==> config.mk <==
export PLATFORM = sky130hd
export DESIGN_NAME = fwt_ctrl
export DESIGN_NICKNAME = d
export VERILOG_FILES = /design/src/rtl/fwt_pkg.sv /design/src/rtl/fwt_ctrl.sv
export SDC_FILE = /design/constraint.sdc
export NUM_CORES = 1
export LEC_CHECK = 0
export ABC_AREA = 1
export BUFFER_PORTS_ARGS = -buffer_cell sky130_fd_sc_hd__buf_4
export CELL_PAD_IN_SITES_DETAIL_PLACEMENT = 0
export CELL_PAD_IN_SITES_GLOBAL_PLACEMENT = 1
export CORE_MARGIN = 4
export CORE_UTILIZATION = 36
export CTS_BUF_LIST = sky130_fd_sc_hd__clkbuf_8
export DETAILED_ROUTE_END_ITERATION = 8
export HOLD_SLACK_MARGIN = 0.12
export PLACE_DENSITY = 0.81
export RECOVER_POWER = 25
export SLEW_MARGIN = 20
export SYNTH_ARGS = -nofsm -noshare
export SYNTH_HDL_FRONTEND = slang
export SYNTH_SLANG_ARGS = --single-unit
==> constraint.sdc <==
create_clock -name aclk -period 1.5 [get_ports aclk]
set_input_delay 0.15 -clock aclk [delete_from_list [all_inputs] [get_ports aclk]]
set_output_delay 0.15 -clock aclk [all_outputs]
set_load 0.005 [all_outputs]
==> src/rtl/fwt_pkg.sv <==
// fenwick tree unit: shared types, field widths and operation codes
// no dependencies; imported by every module of the unit
`default_nettype none

package fwt_pkg;

    // default number of tree entries
    localparam int unsigned DEPTH_DEFAULT = 1024;

    // field widths fixed by the interface
    localparam int SIZE_W = 11;
    localparam int IDX_W  = 10;
    localparam int DATA_W = 64;
    localparam int KIND_W = 2;

    // size register after reset
    localparam logic [SIZE_W-1:0] SIZE_RESET = 11'd1024;

    // operation codes
    localparam logic [KIND_W-1:0] KIND_ADD   = 2'd0;
    localparam logic [KIND_W-1:0] KIND_SET   = 2'd1;
    localparam logic [KIND_W-1:0] KIND_QUERY = 2'd2;

    // input word
    typedef struct packed {
        logic [KIND_W-1:0]        kind;
        logic [IDX_W-1:0]         index_low;
        logic [IDX_W-1:0]         index_high;
        logic signed [DATA_W-1:0] value;
    } in_word_t;

    // result word
    typedef struct packed {
        logic signed [DATA_W-1:0] range_sum;
        logic                     status;
    } out_word_t;

    // commands from controller to datapath
    typedef struct packed {
        logic clr_en;         // write zero at the clear address, step it
        logic load_item;      // capture input word
        logic start_a;        // first prefix walk: walk <= high+1 (low+1 for a set), acc <= 0
        logic start_b;        // second prefix walk: save acc, walk <= low index, acc <= 0
        logic start_upd;      // update walk: walk <= low index, latch delta
        logic delta_from_res; // delta = value - point value instead of value
        logic mem_rd;         // read tree entry
        logic rd_prefix;      // read address is walk - 1
        logic acc_add;        // acc += read data, drop lowest set bit of walk
        logic upd_wr;         // write read data + delta, step walk upward
        logic res_zero;       // result: sum 0, status 0
        logic res_err;        // result: sum 0, status 1
        logic res_diff;       // result: difference of the two prefix sums
        logic out_load;       // move result into the output register
    } fwt_cmd_t;

    // status from datapath to controller
    typedef struct packed {
        logic [KIND_W-1:0] kind;
        logic clr_last;   // clearing pass at its last entry
        logic walk_zero;  // prefix walk finished
        logic walk_live;  // update walk index still inside the size in use
        logic pt_oor;     // point index at or beyond the size in use
        logic rng_empty;  // query low above high
        logic rng_oor;    // query high at or beyond the size in use
        logic out_free;   // output register can take a word this cycle
    } fwt_stat_t;

endpackage

`default_nettype wire

==> src/rtl/fwt_ctrl.sv <==
// fenwick tree unit: sequencing state machine
// depends on fwt_pkg; drives the command struct of fwt_datapath
`default_nettype none

module fwt_ctrl (
    input  wire logic              aclk,
    input  wire logic              aresetn,
    input  wire logic              s_valid,
    output logic                   s_ready,
    input  wire fwt_pkg::fwt_stat_t stat,
    output fwt_pkg::fwt_cmd_t      cmd
);
    import fwt_pkg::*;

    typedef enum logic [10:0] {
        ST_CLEAR  = 11'b000_0000_0001,
        ST_IDLE   = 11'b000_0000_0010,
        ST_DECODE = 11'b000_0000_0100,
        ST_A_RD   = 11'b000_0000_1000,
        ST_A_ACC  = 11'b000_0001_0000,
        ST_B_RD   = 11'b000_0010_0000,
        ST_B_ACC  = 11'b000_0100_0000,
        ST_DELTA  = 11'b000_1000_0000,
        ST_UPD_RD = 11'b001_0000_0000,
        ST_UPD_WR = 11'b010_0000_0000,
        ST_FINISH = 11'b100_0000_0000
    } state_t;

    state_t state_reg;
    state_t state_next;

    // new words only in idle
    assign s_ready = (state_reg == ST_IDLE);

    // next state and commands
    always_comb begin
        state_next = state_reg;
        cmd        = '0;
        case (state_reg)
            ST_CLEAR: begin
                cmd.clr_en = 1'b1;
                if (stat.clr_last) begin
                    state_next = ST_IDLE;
                end
            end
            ST_IDLE: begin
                if (s_valid) begin
                    cmd.load_item = 1'b1;
                    state_next    = ST_DECODE;
                end
            end
            ST_DECODE: begin
                case (stat.kind)
                    KIND_ADD: begin
                        if (stat.pt_oor) begin
                            cmd.res_err = 1'b1;
                            state_next  = ST_FINISH;
                        end else begin
                            cmd.start_upd = 1'b1;
                            cmd.res_zero  = 1'b1;
                            state_next    = ST_UPD_RD;
                        end
                    end
                    KIND_SET: begin
                        if (stat.pt_oor) begin
                            cmd.res_err = 1'b1;
                            state_next  = ST_FINISH;
                        end else begin
                            cmd.start_a = 1'b1;
                            state_next  = ST_A_RD;
                        end
                    end
                    KIND_QUERY: begin
                        if (stat.rng_empty) begin
                            cmd.res_zero = 1'b1;
                            state_next   = ST_FINISH;
                        end else if (stat.rng_oor) begin
                            cmd.res_err = 1'b1;
                            state_next  = ST_FINISH;
                        end else begin
                            cmd.start_a = 1'b1;
                            state_next  = ST_A_RD;
                        end
                    end
                    default: begin
                        cmd.res_zero = 1'b1;
                        state_next   = ST_FINISH;
                    end
                endcase
            end
            ST_A_RD: begin
                if (stat.walk_zero) begin
                    cmd.start_b = 1'b1;
                    state_next  = ST_B_RD;
                end else begin
                    cmd.mem_rd    = 1'b1;
                    cmd.rd_prefix = 1'b1;
                    state_next    = ST_A_ACC;
                end
            end
            ST_A_ACC: begin
                cmd.acc_add = 1'b1;
                state_next  = ST_A_RD;
            end
            ST_B_RD: begin
                if (stat.walk_zero) begin
                    cmd.res_diff = 1'b1;
                    state_next   = (stat.kind == KIND_SET) ? ST_DELTA : ST_FINISH;
                end else begin
                    cmd.mem_rd    = 1'b1;
                    cmd.rd_prefix = 1'b1;
                    state_next    = ST_B_ACC;
                end
            end
            ST_B_ACC: begin
                cmd.acc_add = 1'b1;
                state_next  = ST_B_RD;
            end
            ST_DELTA: begin
                cmd.start_upd      = 1'b1;
                cmd.delta_from_res = 1'b1;
                cmd.res_zero       = 1'b1;
                state_next         = ST_UPD_RD;
            end
            ST_UPD_RD: begin
                if (stat.walk_live) begin
                    cmd.mem_rd = 1'b1;
                    state_next = ST_UPD_WR;
                end else begin
                    state_next = ST_FINISH;
                end
            end
            ST_UPD_WR: begin
                cmd.upd_wr = 1'b1;
                state_next = ST_UPD_RD;
            end
            ST_FINISH: begin
                if (stat.out_free) begin
                    cmd.out_load = 1'b1;
                    state_next   = ST_IDLE;
                end
            end
            default: begin
                state_next = ST_IDLE;
            end
        endcase
    end

    // state register, clearing pass first after reset
    always_ff @(posedge aclk) begin
        if (!aresetn) begin
            state_reg <= ST_CLEAR;
        end else begin
            state_reg <= state_next;
        end
    end

endmodule

`default_nettype wire

After elaboration in Yosys (flattened, before gate mapping)
Cells that the tools add are included.
W data, S select, Z words.
- equal/unequal tests: 16
- multiplexer cells: 43
- reductions and logical operators: 6
- operators with widths (operator ; number):
    $mux W11 ; 10
    $pmux W11 S10 ; 1
    $pmux W11 S3 ; 1
    $mux W1 ; 23
    $eq A11 B1 Y1 const B ; 1
    $eq A11 B10 Y1 const B ; 1
    $eq A11 B11 Y1 const B ; 1
    $eq A11 B2 Y1 const B ; 1
    $eq A11 B3 Y1 const B ; 1
    $eq A11 B4 Y1 const B ; 1
    $eq A11 B5 Y1 const B ; 1
    $eq A11 B6 Y1 const B ; 1
    $eq A11 B7 Y1 const B ; 1
    $eq A11 B8 Y1 const B ; 1
    $eq A11 B9 Y1 const B ; 1
    $pmux W1 S2 ; 5
    $reduce_or A2 Y1 ; 4
    $mux W6 ; 1
    $ne A2 B2 Y1 const B ; 3
    $pmux W1 S3 ; 1
    $reduce_and A3 Y1 ; 1
    $eq A2 B1 Y1 const B ; 1
    $eq A2 B2 Y1 const B ; 1
    $logic_not A2 Y1 ; 1
    $mux W2 ; 1
- input bits: 12
- bits in registers: 11

Longest topological paths before layout
Gate-level depths: netlist of run 1.
- depth in word-level cells: 4
- mapped depth: 8

Worst setup path before layout of run 1
Ideal clock, no wire load.
- kind: reg2reg
- from: reg state_reg[8]
- to: reg state_reg[4]
- arrival: 1107 ps
- setup slack: 266 ps
- setup time: 127 ps
- buffers on the path: 0
- stages on the path, launching flop included: 9
- clock period less this slack: 1234 ps
- cell sequence: dfxtp_1 > nor2_4 > nand2_4 > nor2_8 > nand2_2 > nor2_2 > inv_1 > nand3_4 > nor3_1
- cells in the longest elaborated chain, start to end: 3
- ends and longest elaborated chain (what ; line ; source):
    start: declaration ; fwt_ctrl.sv:29 ; state_t state_reg;
    start signal: assignment ; fwt_ctrl.sv:154 ; state_reg <= state_next;
    $eq A11 B8 Y1 (tied with other cells) ; fwt_ctrl.sv:39 ; case (state_reg)
    $reduce_or A2 Y1 (no line) or $ne A2 B2 Y1 (tied branches) ; - ;
    $pmux W11 S10 or $reduce_and A3 Y1 (tied branches) ; - ;
Several ways; a longest one is shown, not always the timed one.
A chain may end at the register's enable or synchronous reset.

==> key figures, run 1 <==
Yosys
  • Sequential element share of the synthesized area: 23.8%
  • Adder-Cell Fraction of Synth Area: 6.75%
  • Xor/xnor cell area share of the yosys netlist: 0%
  • Dominant cell type by area after synthesis: dfxtp_1
  • Mux cell area share after synthesis: 0%
  • #FFs+latches synth: 11
  • Ys flop type: dfxtp_1
  • Synth cell count leaders: nand2_1 (28), inv_1 (26), nor2_1 (19), dfxtp_1 (11), nand3_1 (9)
  • Simple-Gate Fraction of Synth Area: 52.1%
  • Largest family of logic cells by synthesized area: simple AND/OR/NAND/NOR gates
  • Share of synthesized registers carrying an async set or reset: 0%
  • Largest cells by area after synthesis: dfxtp_1 (24%), nand2_1 (11%), inv_1 (11%), nor2_1 (7.7%), ha_1 (6.7%)
  • Netlist Area Pre-Place: between 900 and 1000 sq um
  • Syn_nets: 157
  • Avg Synthesized Cell Area: between 6 and 7 sq um
  • Post-Syn Instances: 140
  • Area share of the largest cell type after synthesis: a little under a quarter
  • Most instantiated library cell after synthesis: nand2_1
  • Synthesis warning total: 0
  • Count of cell types in the netlist: 25
  • Post-synth EDFFs: 0
  • Synth Area in Compound Gates: 6.88%

Cells and area
  • FILL cells: approximately 230
  • Multi-input logic area: 754 sq um
  • Final instance area: 1510 sq um
  • Fin nets: 204
  • Area growth from synthesis to layout: 62.5%
  • Number of diodes: 0
  • Share of layout cells above drive strength 1: 51.1%
  • Utilization after layout: 60.8%
  • Sequential cell area: 234 sq um
  • Largest register FFs: 11

Routing
  • WL/cell: 13.2 microns
  • Routed WL: 2850 microns
  • DR vias/cell: between 5 and 6
  • Drt first pass iters: 4
  • DRT iter0 DRCs: 25
  • Number of routed nets with antenna violations: 0
  • DR DRC count: 0
  • Via Count: 1087

Clock tree
  • Cts bufs inserted: 3
  • Worst skew pair latency: 0.25 ns
  • CTS tree: done
  • Clock sink count: 11
  • Htree depth: 1
  • Clk slew on worst S/H paths: 0.05 ns
  • CTS root buf: clkbuf_8
  • Clock Tree Buf Depth: 2

Critical path
  • Critical path class: flop to primary output
  • Worst setup SP type: flop
  • CP required: ~1.4 ns
  • Crit path capture: cmd[2]
  • Worst-path cell chain: nor2_4, nand2_4, nor2_8, nand2_4, a211oi_2, buf_4
  • Most numerous cell on the critical path: nand2_4
  • Buf/Inv on CP: 1
  • CP delay by family, top: simple AND/OR/NAND/NOR gates
  • Worst-path fanout max: 6
  • R2R cell count: 8
  • CP max stage delay: 0.35 ns
  • Critical R2R Launch: state_reg[8]
  • Crit-path slowest cell: dfxtp_4
  • Critical R2R Capture: state_reg[3]
  • CP endpoint kind: primary output
  • Critical path depth in cells: 6
  • CP startpoint: state_reg[8]
  • Worst path arrival time: 1.39 ns
  • Reg2reg setup slack: 0.05 ns

Timing
  • Period utilization: 103%
  • Final hold violations: 0
  • RSZ-0062 raised after global routing: yes
  • Period minus WS final: 1.54 ns
  • Layout Skew: 0.00280 ns
  • Worst-Margin Slew: 0.331 ns
  • Slew Limit Fails: 0
  • Max Freq: about 650 MHz
  • Slew margin rel.: 77.7%
  • Finish-stage setup viols: 8
  • Setup slack after layout: -0.0409 ns

Placed design
  • Buffers on Ports: 26
  • Post-DP Area: 1160 sq um
  • GPL Wtd Cong: ~0.81
  • Final HPWL DP: 1920 microns
  • Pre-CTS WS: about 0.14 ns

Global routing
  • Remaining Overflow, GRT: 0
  • Largest net degree at the start of global routing: 9
  • Initial antenna violation count: 0
  • Gr usage total: 15.6%
  • Number of global-route vias before repair: 968
  • First-pass GRT wire length: 4060 microns

Floorplanning
  • # rows: 18
  • Chip Width: 58.8 microns
  • Top Ports: 27
  • Core area: 2480 sq um
  • Die area: 3450 sq um
  • Die Ht: about 59 microns
  • Starting Density: ~37%

Power and ir drop
  • Leakage: 0.756 nW
  • Pwr dens: 527 nW/um^2
  • VDD IR max: 374 uV

Hold path
  • Worst Hold Class: input port to flop

Outcome
  • Status: finished with violations
  • Failing checks: setup timing

Run
  • Number of max-cap violations: 0
-- what timing repair did --
| item | CTS | global route |
|---|---|---|
| pin swaps | 12 | 12 |
| endpoints found under the hold margin | 1 | 0 |
| buffers inserted | 6 | 9 |
| resized for setup | 28 | 25 |
| hold buffers | 1 | 0 |
| endpoints found under the setup margin | 10 | 16 |
-- power breakdown --
part           internal (W)  leakage [nW]  switching, W
Clock              0.000184        0.0255      0.000127
Sequential         0.000296        0.0932    0.00000765
Combinational     0.0000775         0.638      0.000103
Total              0.000557         0.756      0.000237
-- placed cells by master, fill, tap and decap left out, drive strengths merged --
| cell | netlist | layout |
|---|---|---|
| nand2 | 32 | 32 |
| ha | 5 | 5 |
| nor4 | 1 | 1 |
| nand3 | 10 | 10 |
| nand3b | 1 | 1 |
| buf | 0 | 41 |
| a211oi | 1 | 1 |
| clkinv | 0 | 1 |
| clkbuf | 0 | 3 |
| nor3b | 1 | 1 |
| nor3 | 12 | 12 |
| o21a | 1 | 1 |
| o21ai | 8 | 8 |
| dlygate4sd3 | 0 | 1 |
| inv | 26 | 26 |
| nor2 | 25 | 25 |
| and2 | 2 | 2 |
| nand4 | 3 | 3 |
| dfxtp | 11 | 11 |
| a21oi | 1 | 1 |
-- cells by family after synthesis --
family / Yosys count
buffers and inverters: 26
adders and majority gates: 5
AOI/OAI and AO/OA: 11
DFF: 11
and+or+nand+nor: 87
-- layout make-up --
class / instances / area share, %
Multi-Input combinational cell: 103 / 50.1
Timing Repair Buffer: 42 / 22.3
Clock buffer: 3 / 2.74
Inverter: 26 / 6.48
Tap cell: 30 / 2.49
Clock inverter: 1 / 0.332
Sequential cell: 11 / 15.5
-- tightest hold or removal path, delay by kind of cell --
family	cells	cell delay, ns
AND/OR/NAND/NOR	2	0.13
buffers and inverters	1	0.11
-- worst min path at each step --
stage                        from            to  slack, ns  cells after the start
final                     stat[4]  state_reg[9]       0.19                      3
after global routing      stat[4]  state_reg[9]       0.21                      3
after CTS                 s_valid  state_reg[2]       0.19                      3
after detailed placement  aresetn  state_reg[0]       0.35                      2
after global placement    aresetn  state_reg[0]       0.35                      2
after floorplan           aresetn  state_reg[0]       0.22                      1
-- layer usage --
layer / vias to the layer above / share of wire (%) / track usage, %
met3: 5 / 7.3 / 3.29
li1: 534 / - / -
met5: - / 0 / 0
met2: 46 / 55 / 27.1
met4: 0 / 1.4 / 7.77
met1: 502 / 36 / 18.0
-- metrics by stage --
stage                     power [W]  hold slack, ns  TNS (ns)  instances
after floorplan            0.000393           0.220         0        140
after global placement     0.000451           0.352         0        196
after detailed placement   0.000452           0.353         0        196
after CTS                  0.000775           0.194   -0.0426        207
after global routing       0.000834           0.210     -1.22        216
final                      0.000794           0.189    -0.234        216
No activity file was read; power rests on OpenSTA's default activity.
==> run 2, diff against run 1 <==
--- a/config.mk
+++ b/config.mk
@@ -10,13 +10,14 @@
 export CELL_PAD_IN_SITES_DETAIL_PLACEMENT = 0
 export CELL_PAD_IN_SITES_GLOBAL_PLACEMENT = 1
 export CORE_MARGIN = 4
-export CORE_UTILIZATION = 36
+export CORE_UTILIZATION = 39
 export CTS_BUF_LIST = sky130_fd_sc_hd__clkbuf_8
 export DETAILED_ROUTE_END_ITERATION = 8
 export HOLD_SLACK_MARGIN = 0.12
-export PLACE_DENSITY = 0.81
+export PLACE_DENSITY = 0.87
 export RECOVER_POWER = 25
 export SLEW_MARGIN = 20
 export SYNTH_ARGS = -nofsm -noshare
 export SYNTH_HDL_FRONTEND = slang
 export SYNTH_SLANG_ARGS = --single-unit
+export TNS_END_PERCENT = 10
==> constraint.sdc (replaced) <==
create_clock -name aclk -period 1.9 [get_ports aclk]
set_input_delay 0.19 -clock aclk [delete_from_list [all_inputs] [get_ports aclk]]
set_output_delay 0.19 -clock aclk [all_outputs]
set_load 0.005 [all_outputs]
==> run 2 against run 1 <==
Net effect: the flow now finishes without violations; non-clock buffer count is 16 lower; clock skew hardly changed; combinational power is 41% lower; global-route usage hardly changed; utilization is 7.9 points lower; flip-flop and latch count stayed put; register-to-register slack better by 0.23 ns; first-iteration DRC count is 4.0% lower; count of clock-buffer cells in the layout stayed put; setup slack better by 0.30 ns; largest cell class unchanged; total power is 27% lower.
==> key figures, run 2 (synthesis results as in run 1) <==
Critical path
  • Critical R2R Capture: state_reg[5] (was state_reg[3])
  • Critical path class: flop to primary output (unchanged)
  • Reg2reg setup slack: 0.28 ns (was 0.05 ns)
  • Critical R2R Launch: state_reg[4] (was state_reg[8])
  • CP required: 1.71 ns (was 1.35 ns)
  • CP endpoint kind: primary output (unchanged)
  • Worst setup SP type: flop (unchanged)
  • Crit path capture: cmd[2] (unchanged)
  • R2R cell count: 6 (was 8)
  • CP startpoint: state_reg[4] (was state_reg[8])
  • Worst-path fanout max: 8 (was 6)
  • Worst path arrival time: 1.45 ns (was 1.39 ns)

Global routing
  • Gr usage total: 15.6% (about the same)
  • Number of global-route vias before repair: 911 (was 968)
  • Remaining Overflow, GRT: 0 (unchanged)
  • Initial antenna violation count: 0 (unchanged)
  • First-pass GRT wire length: 3960 microns (was 4060 microns)
  • Largest net degree at the start of global routing: 9 (unchanged)

Timing
  • RSZ-0062 raised after global routing: no (was yes)
  • Period minus WS final: 1.64 ns
  • Final hold violations: 0 (unchanged)
  • Worst-Margin Slew: 0.358 ns (was 0.331 ns)
  • Layout Skew: 0.00308 ns (was 0.00280 ns)
  • Period utilization: 86.2%
  • Final setup TNS: 0 ns (was -0.234 ns)
  • Slew margin rel.: 76.1% (was 77.7%)
  • Slew Limit Fails: 0 (unchanged)
  • Finish-stage setup viols: 0 (was 8)
  • Setup slack after layout: 0.262 ns (was -0.0409 ns)
  • Max Freq: approximately 610 MHz

Routing
  • DRT iter0 DRCs: 24 (was 25)
  • WL/cell: 11.6 microns (was 13.2 microns)
  • Drt first pass iters: 4 (unchanged)
  • Via Count: 935 (was 1087)
  • Routed WL: 2300 microns (was 2850 microns)
  • DR DRC count: 0 (unchanged)
  • DR vias/cell: 4.72 (was 5.03)
  • Number of routed nets with antenna violations: 0 (unchanged)

Power and ir drop
  • Pwr dens: 493 nW/um^2 (was 527 nW/um^2)
  • Tot Pwr: 0.000582 W (was 0.000794 W)
  • Leakage: 0.627 nW (was 0.756 nW)
  • VDD IR max: 330 uV (was 374 uV)

Clock tree
  • CTS root buf: clkbuf_8 (unchanged)
  • # Post-CTS Setup Buffers: 0 (was 6)
  • Clock sink count: 11 (unchanged)
  • Worst skew pair latency: 0.24 ns (was 0.25 ns)
  • Clock Tree Buf Depth: 2 (unchanged)
  • Htree depth: 1 (unchanged)
  • # resized after CTS: 0 (was 28)
  • Clk slew on worst S/H paths: 0.05 ns (about the same)
  • CTS tree: done (unchanged)
  • Hold-fix buffers, CTS: 0 (was 1)
  • Cts bufs inserted: 3 (unchanged)

Floorplanning
  • Chip Width: 56.8 microns (was 58.8 microns)
  • Starting Density: 41.5% (was 37.4%)
  • Die Ht: 56.8 microns (was 58.8 microns)
  • Die area: 3220 sq um (was 3450 sq um)
  • Core area: 2230 sq um (was 2480 sq um)
  • # rows: 17 (was 18)
  • Top Ports: 27 (unchanged)

Placed design
  • Final HPWL DP: 1950 microns (was 1920 microns)
  • Pre-CTS WS: 0.493 ns (was 0.140 ns)
  • GPL Wtd Cong: 0.765 (was 0.806)
  • Buffers on Ports: 26 (unchanged)
  • Inst Count DP: 194 (was 196)
  • Post-DP Area: 1160 sq um (about the same)

Cells and area
  • Fin nets: 188 (was 204)
  • Share of layout cells above drive strength 1: 26.5% (was 51.1%)
  • Finished Layout Cells: 198 (was 216)
  • Largest register FFs: 11 (unchanged)
  • Multi-input logic area: 588 sq um (was 754 sq um)
  • Sequential cell area: 220 sq um (was 234 sq um)
  • Commonest non-fill, non-tap cell in the layout: nand2_1 (was buf_4)
  • Area growth from synthesis to layout: 27.4% (was 62.5%)
  • FILL cells: 233 (was 228)
  • Number of diodes: 0 (unchanged)
  • Final instance area: 1180 sq um (was 1510 sq um)
  • Most frequent cells in the layout: nand2_1 (28), inv_1 (27), buf_4 (26) (was buf_4 (36), inv_1 (23), nand2_1 (23))

Run
  • Number of max-cap violations: 0 (unchanged)

Outcome
  • Status: finished clean (was finished with violations)

Hold path
  • Worst Hold Class: input port to flop (unchanged)
-- run 2: per-layer routing --
metal	vias up	GRT usage [%]	routed length, microns
met5	-	0	0
met4	0	5.96	34
met3	5	3.22	106
met2	20	26.1	1090
met1	410	19.6	1070
li1	500	-	-
-- run 2: power by group --
part	leakage [nW]	switching (W)	internal, W	total [W]
combinational	0.510	0.0000625	0.0000446	0.000107
sequential	0.0893	0.00000273	0.000236	0.000238
clock	0.0269	0.0000944	0.000142	0.000237
total	0.627	0.000160	0.000423	0.000582
-- run 2: critical path, stage by stage (launching register included) --
cell      delay (ns)
dfxtp_1         0.33
nor2_2          0.15
nand2_2         0.13
nor2_8          0.18
nand2_4         0.10
a211oi_1        0.18
buf_4           0.14
-- run 2: metrics by stage --
step           hold slack (ns)  utilization [%]
2_1_floorplan            0.260                -
3_3_place_gp             0.389             51.8
3_5_place_dp             0.387             51.8
4_1_cts                  0.132             53.8
5_1_grt                  0.135             52.9
6_report                 0.133             52.9
-- run 2: how the worst min path moves through the flow --
stage	from	endpoint	slack [ns]	depth (start not counted)
finish	aresetn	state_reg[0]	0.13	2
global route	aresetn	state_reg[0]	0.13	2
CTS	aresetn	state_reg[0]	0.13	2
detailed placement	aresetn	state_reg[0]	0.39	2
global placement	aresetn	state_reg[0]	0.39	2
floorplan	aresetn	state_reg[0]	0.26	1
-- run 2: layout make-up --
class	count	area share (%)
inverter	26	8.26
timing repair buffer	26	16.5
sequential	11	18.6
tap	28	2.97
multi-input combinational	103	49.8
clock buffer	3	3.50
clock inverter	1	0.318
==> run 3, diff against run 2 <==
--- a/config.mk
+++ b/config.mk
@@ -10,11 +10,10 @@
 export CELL_PAD_IN_SITES_DETAIL_PLACEMENT = 0
 export CELL_PAD_IN_SITES_GLOBAL_PLACEMENT = 1
 export CORE_MARGIN = 4
-export CORE_UTILIZATION = 39
-export CTS_BUF_LIST = sky130_fd_sc_hd__clkbuf_8
+export CORE_UTILIZATION = 37
 export DETAILED_ROUTE_END_ITERATION = 8
 export HOLD_SLACK_MARGIN = 0.12
-export PLACE_DENSITY = 0.87
+export PLACE_DENSITY = 0.83
 export RECOVER_POWER = 25
 export SLEW_MARGIN = 20
 export SYNTH_ARGS = -nofsm -noshare
==> run 3 against run 2 <==
Net effect: final cell count is 0.51% higher; count of clock-buffer cells in the layout increased by 1; via count is 1.1% higher; worst hold slack better by 0.048 ns; total power fell by 11%; non-clock buffer count is 1 higher; global-route usage fell by 1.1 points; largest cell class unchanged; utilization decreased by 1.9 points; sequential power is essentially flat; clock skew fell by 0.0013 ns; combinational power about the same.
==> key figures, run 3 (synthesis results as in run 1) <==
Outcome
  • Status: finished clean (unchanged)

Critical path
  • Critical path class: flop to primary output (unchanged)
  • Worst-path cell chain: nor2_4, nand2_4, nor2_8, nand2_4, o21ai_0, buf_4 (was nor2_2, nand2_2, nor2_8, nand2_4, a211oi_1, buf_4)
  • Worst-path fanout max: 8 (unchanged)
  • Crit-path slowest cell: dfxtp_1 (unchanged)
  • R2R cell count: 6 (unchanged)
  • CP endpoint kind: primary output (unchanged)
  • Critical R2R Launch: state_reg[1] (was state_reg[4])
  • Worst setup SP type: flop (unchanged)
  • Most numerous cell on the critical path: nand2_4
  • Buf/Inv on CP: 1 (unchanged)
  • Worst path arrival time: 1.50 ns (was 1.45 ns)
  • CP required: 1.71 ns (about the same)
  • Reg2reg setup slack: 0.30 ns (was 0.28 ns)
  • Critical R2R Capture: state_reg[4] (was state_reg[5])
  • CP max stage delay: 0.35 ns (was 0.33 ns)
  • CP delay by family, top: simple AND/OR/NAND/NOR gates (unchanged)

Global routing
  • Number of global-route vias before repair: 888 (was 911)
  • Most used routing layer: met2 (unchanged)
  • Met2 usage in global routing: 24.2% (was 26.1%)
  • Gr usage total: 14.5% (was 15.6%)
  • Remaining Overflow, GRT: 0 (unchanged)
  • First-pass GRT wire length: 3800 microns (was 3960 microns)
  • M1 GR Usage: 18.6% (was 19.6%)
  • GRT met3 Usage: 4.23% (was 3.22%)
  • Largest net degree at the start of global routing: 9 (unchanged)
  • Initial antenna violation count: 0 (unchanged)

Cells and area
  • Fin nets: 189 (was 188)
  • Most frequent cells in the layout: nand2_1 (28), inv_1 (26), buf_4 (26) (was nand2_1 (28), inv_1 (27), buf_4 (26))
  • Area growth from synthesis to layout: 26.5% (was 27.4%)
  • Share of layout cells above drive strength 1: 26.3% (was 26.5%)
  • Final instance area: 1170 sq um (was 1180 sq um)
  • Number of diodes: 0 (unchanged)
  • Finished Layout Cells: 199 (was 198)
  • Largest register FFs: 11 (unchanged)
  • Commonest non-fill, non-tap cell in the layout: nand2_1 (unchanged)

Floorplanning
  • Starting Density: 40.4% (was 41.5%)
  • Top Ports: 27 (unchanged)
  • Die Ht: 58.1 microns (was 56.8 microns)
  • Die area: 3370 sq um (was 3220 sq um)
  • Chip Width: 58.1 microns (was 56.8 microns)
  • Core area: 2300 sq um (was 2230 sq um)
  • # rows: 17 (unchanged)

Clock tree
  • # Post-CTS Setup Buffers: 0 (unchanged)
  • Htree depth: 1 (unchanged)
  • CTS root buf: clkbuf_4 (was clkbuf_8)
  • Clk slew on worst S/H paths: 0.08 ns (was 0.05 ns)
  • CTS tree: done (unchanged)
  • # resized after CTS: 0 (unchanged)
  • Hold-fix buffers, CTS: 1 (was 0)
  • Clock sink count: 11 (unchanged)
  • Clock Tree Buf Depth: 2 (unchanged)
  • Cts bufs inserted: 3 (unchanged)
  • Worst skew pair latency: 0.27 ns (was 0.24 ns)

Routing
  • DRT iter0 DRCs: 6 (was 24)
  • Drt first pass iters: 4 (unchanged)
  • Via Count: 945 (was 935)
  • Routed WL: 2270 microns (was 2300 microns)
  • WL/cell: 11.4 microns (was 11.6 microns)
  • Number of routed nets with antenna violations: 0 (unchanged)
  • DR vias/cell: 4.75 (was 4.72)
  • DR DRC count: 0 (unchanged)

Placed design
  • GPL Wtd Cong: 0.822 (was 0.765)
  • Inst Count DP: 194 (unchanged)
  • Pre-CTS WS: 0.478 ns (was 0.493 ns)
  • Post-DP Area: 1160 sq um (unchanged)
  • Final HPWL DP: 1940 microns (was 1950 microns)
  • Buffers on Ports: 26 (unchanged)

Timing
  • Period utilization: 89.0% (was 86.2%)
  • Period minus WS final: 1.69 ns (was 1.64 ns)
  • Final setup TNS: 0 ns (unchanged)
  • Max Freq: 591 MHz (was 610 MHz)
  • Layout Skew: 0.00177 ns (was 0.00308 ns)
  • Final hold violations: 0 (unchanged)
  • Hold Slack: 0.181 ns (was 0.133 ns)
  • Setup slack after layout: 0.209 ns (was 0.262 ns)
  • Slew Limit Fails: 0 (unchanged)
  • Finish-stage setup viols: 0 (unchanged)
  • RSZ-0062 raised after global routing: no (unchanged)
  • Worst-Margin Slew: 0.335 ns (was 0.358 ns)
  • Slew margin rel.: 77.6% (was 76.1%)

Power and ir drop
  • Pwr dens: 440 nW/um^2 (was 493 nW/um^2)
  • VDD IR max: 329 uV (was 330 uV)
  • Comb power frac: 21.1% (was 18.4%)
  • P_int: 0.000362 W (was 0.000423 W)
  • Sw Share: 29.7% (was 27.4%)
  • Leakage: 0.619 nW (was 0.627 nW)
  • Clk pwr share: 32.8% (was 40.7%)
  • NetSw: 0.000153 W (was 0.000160 W)
  • Sequential power share: 46.2% (was 41.0%)

Hold path
  • Hold depth: 3 (was 2)
  • Hold path start: s_valid (was aresetn)
  • Worst Hold Class: input port to flop (unchanged)
  • Hold Path Sink: state_reg[2] (was state_reg[0])

Run
  • Number of max-cap violations: 0 (unchanged)
run 3: how the worst max path moves through the flow:
stage	cells after the start	to	from	slack [ns]
floorplan	8	state_reg[4]	state_reg[8]	0.67
CTS	6	cmd[3]	state_reg[1]	0.17
global placement	6	cmd[7]	state_reg[1]	0.48
global route	6	cmd[2]	state_reg[1]	0.01
detailed placement	6	cmd[3]	state_reg[1]	0.48
finish	6	cmd[3]	state_reg[8]	0.21
run 3: worst min-delay path, delay by kind of cell:
family | cells | cell delay (ns)
buffers and inverters | 2 | 0.18
and+or+nand+nor | 1 | 0.05
run 3: metal layers:
| layer | vias to the layer above | part of all wire [%] |
|---|---|---|
| met5 | - | 0 |
| met4 | 0 | 0.75 |
| met3 | 5 | 3.9 |
| met2 | 13 | 49 |
| met1 | 423 | 46 |
| li1 | 504 | - |
run 3: power by group through the flow:
| stage | Clock [W] | Combinational [W] | Sequential (W) |
|---|---|---|---|
| floorplan | 0 | 0.0000677 | 0.000243 |
| global placement | 0 | 0.000112 | 0.000243 |
| detailed placement | 0 | 0.000113 | 0.000244 |
| CTS | 0.000173 | 0.000115 | 0.000238 |
| global route | 0.000179 | 0.000124 | 0.000239 |
| finish | 0.000169 | 0.000109 | 0.000238 |
run 3: per-stage QoR:
| stage | total power (W) | utilization [%] |
|---|---|---|
| 6_report | 0.000516 | 51.0 |
| 5_1_grt | 0.000543 | 51.0 |
| 4_1_cts | 0.000526 | 52.0 |
| 3_5_place_dp | 0.000356 | 50.4 |
| 3_3_place_gp | 0.000356 | 50.4 |
| 2_1_floorplan | 0.000311 | - |
run 3: final cells by class:
cell class	count	area [sq um]
inverter	26	97.6
clock buffer	4	26.3
sequential	11	220
tap	28	35.0
timing repair buffer	27	205
fill	249	1120
multi-input combinational	103	588
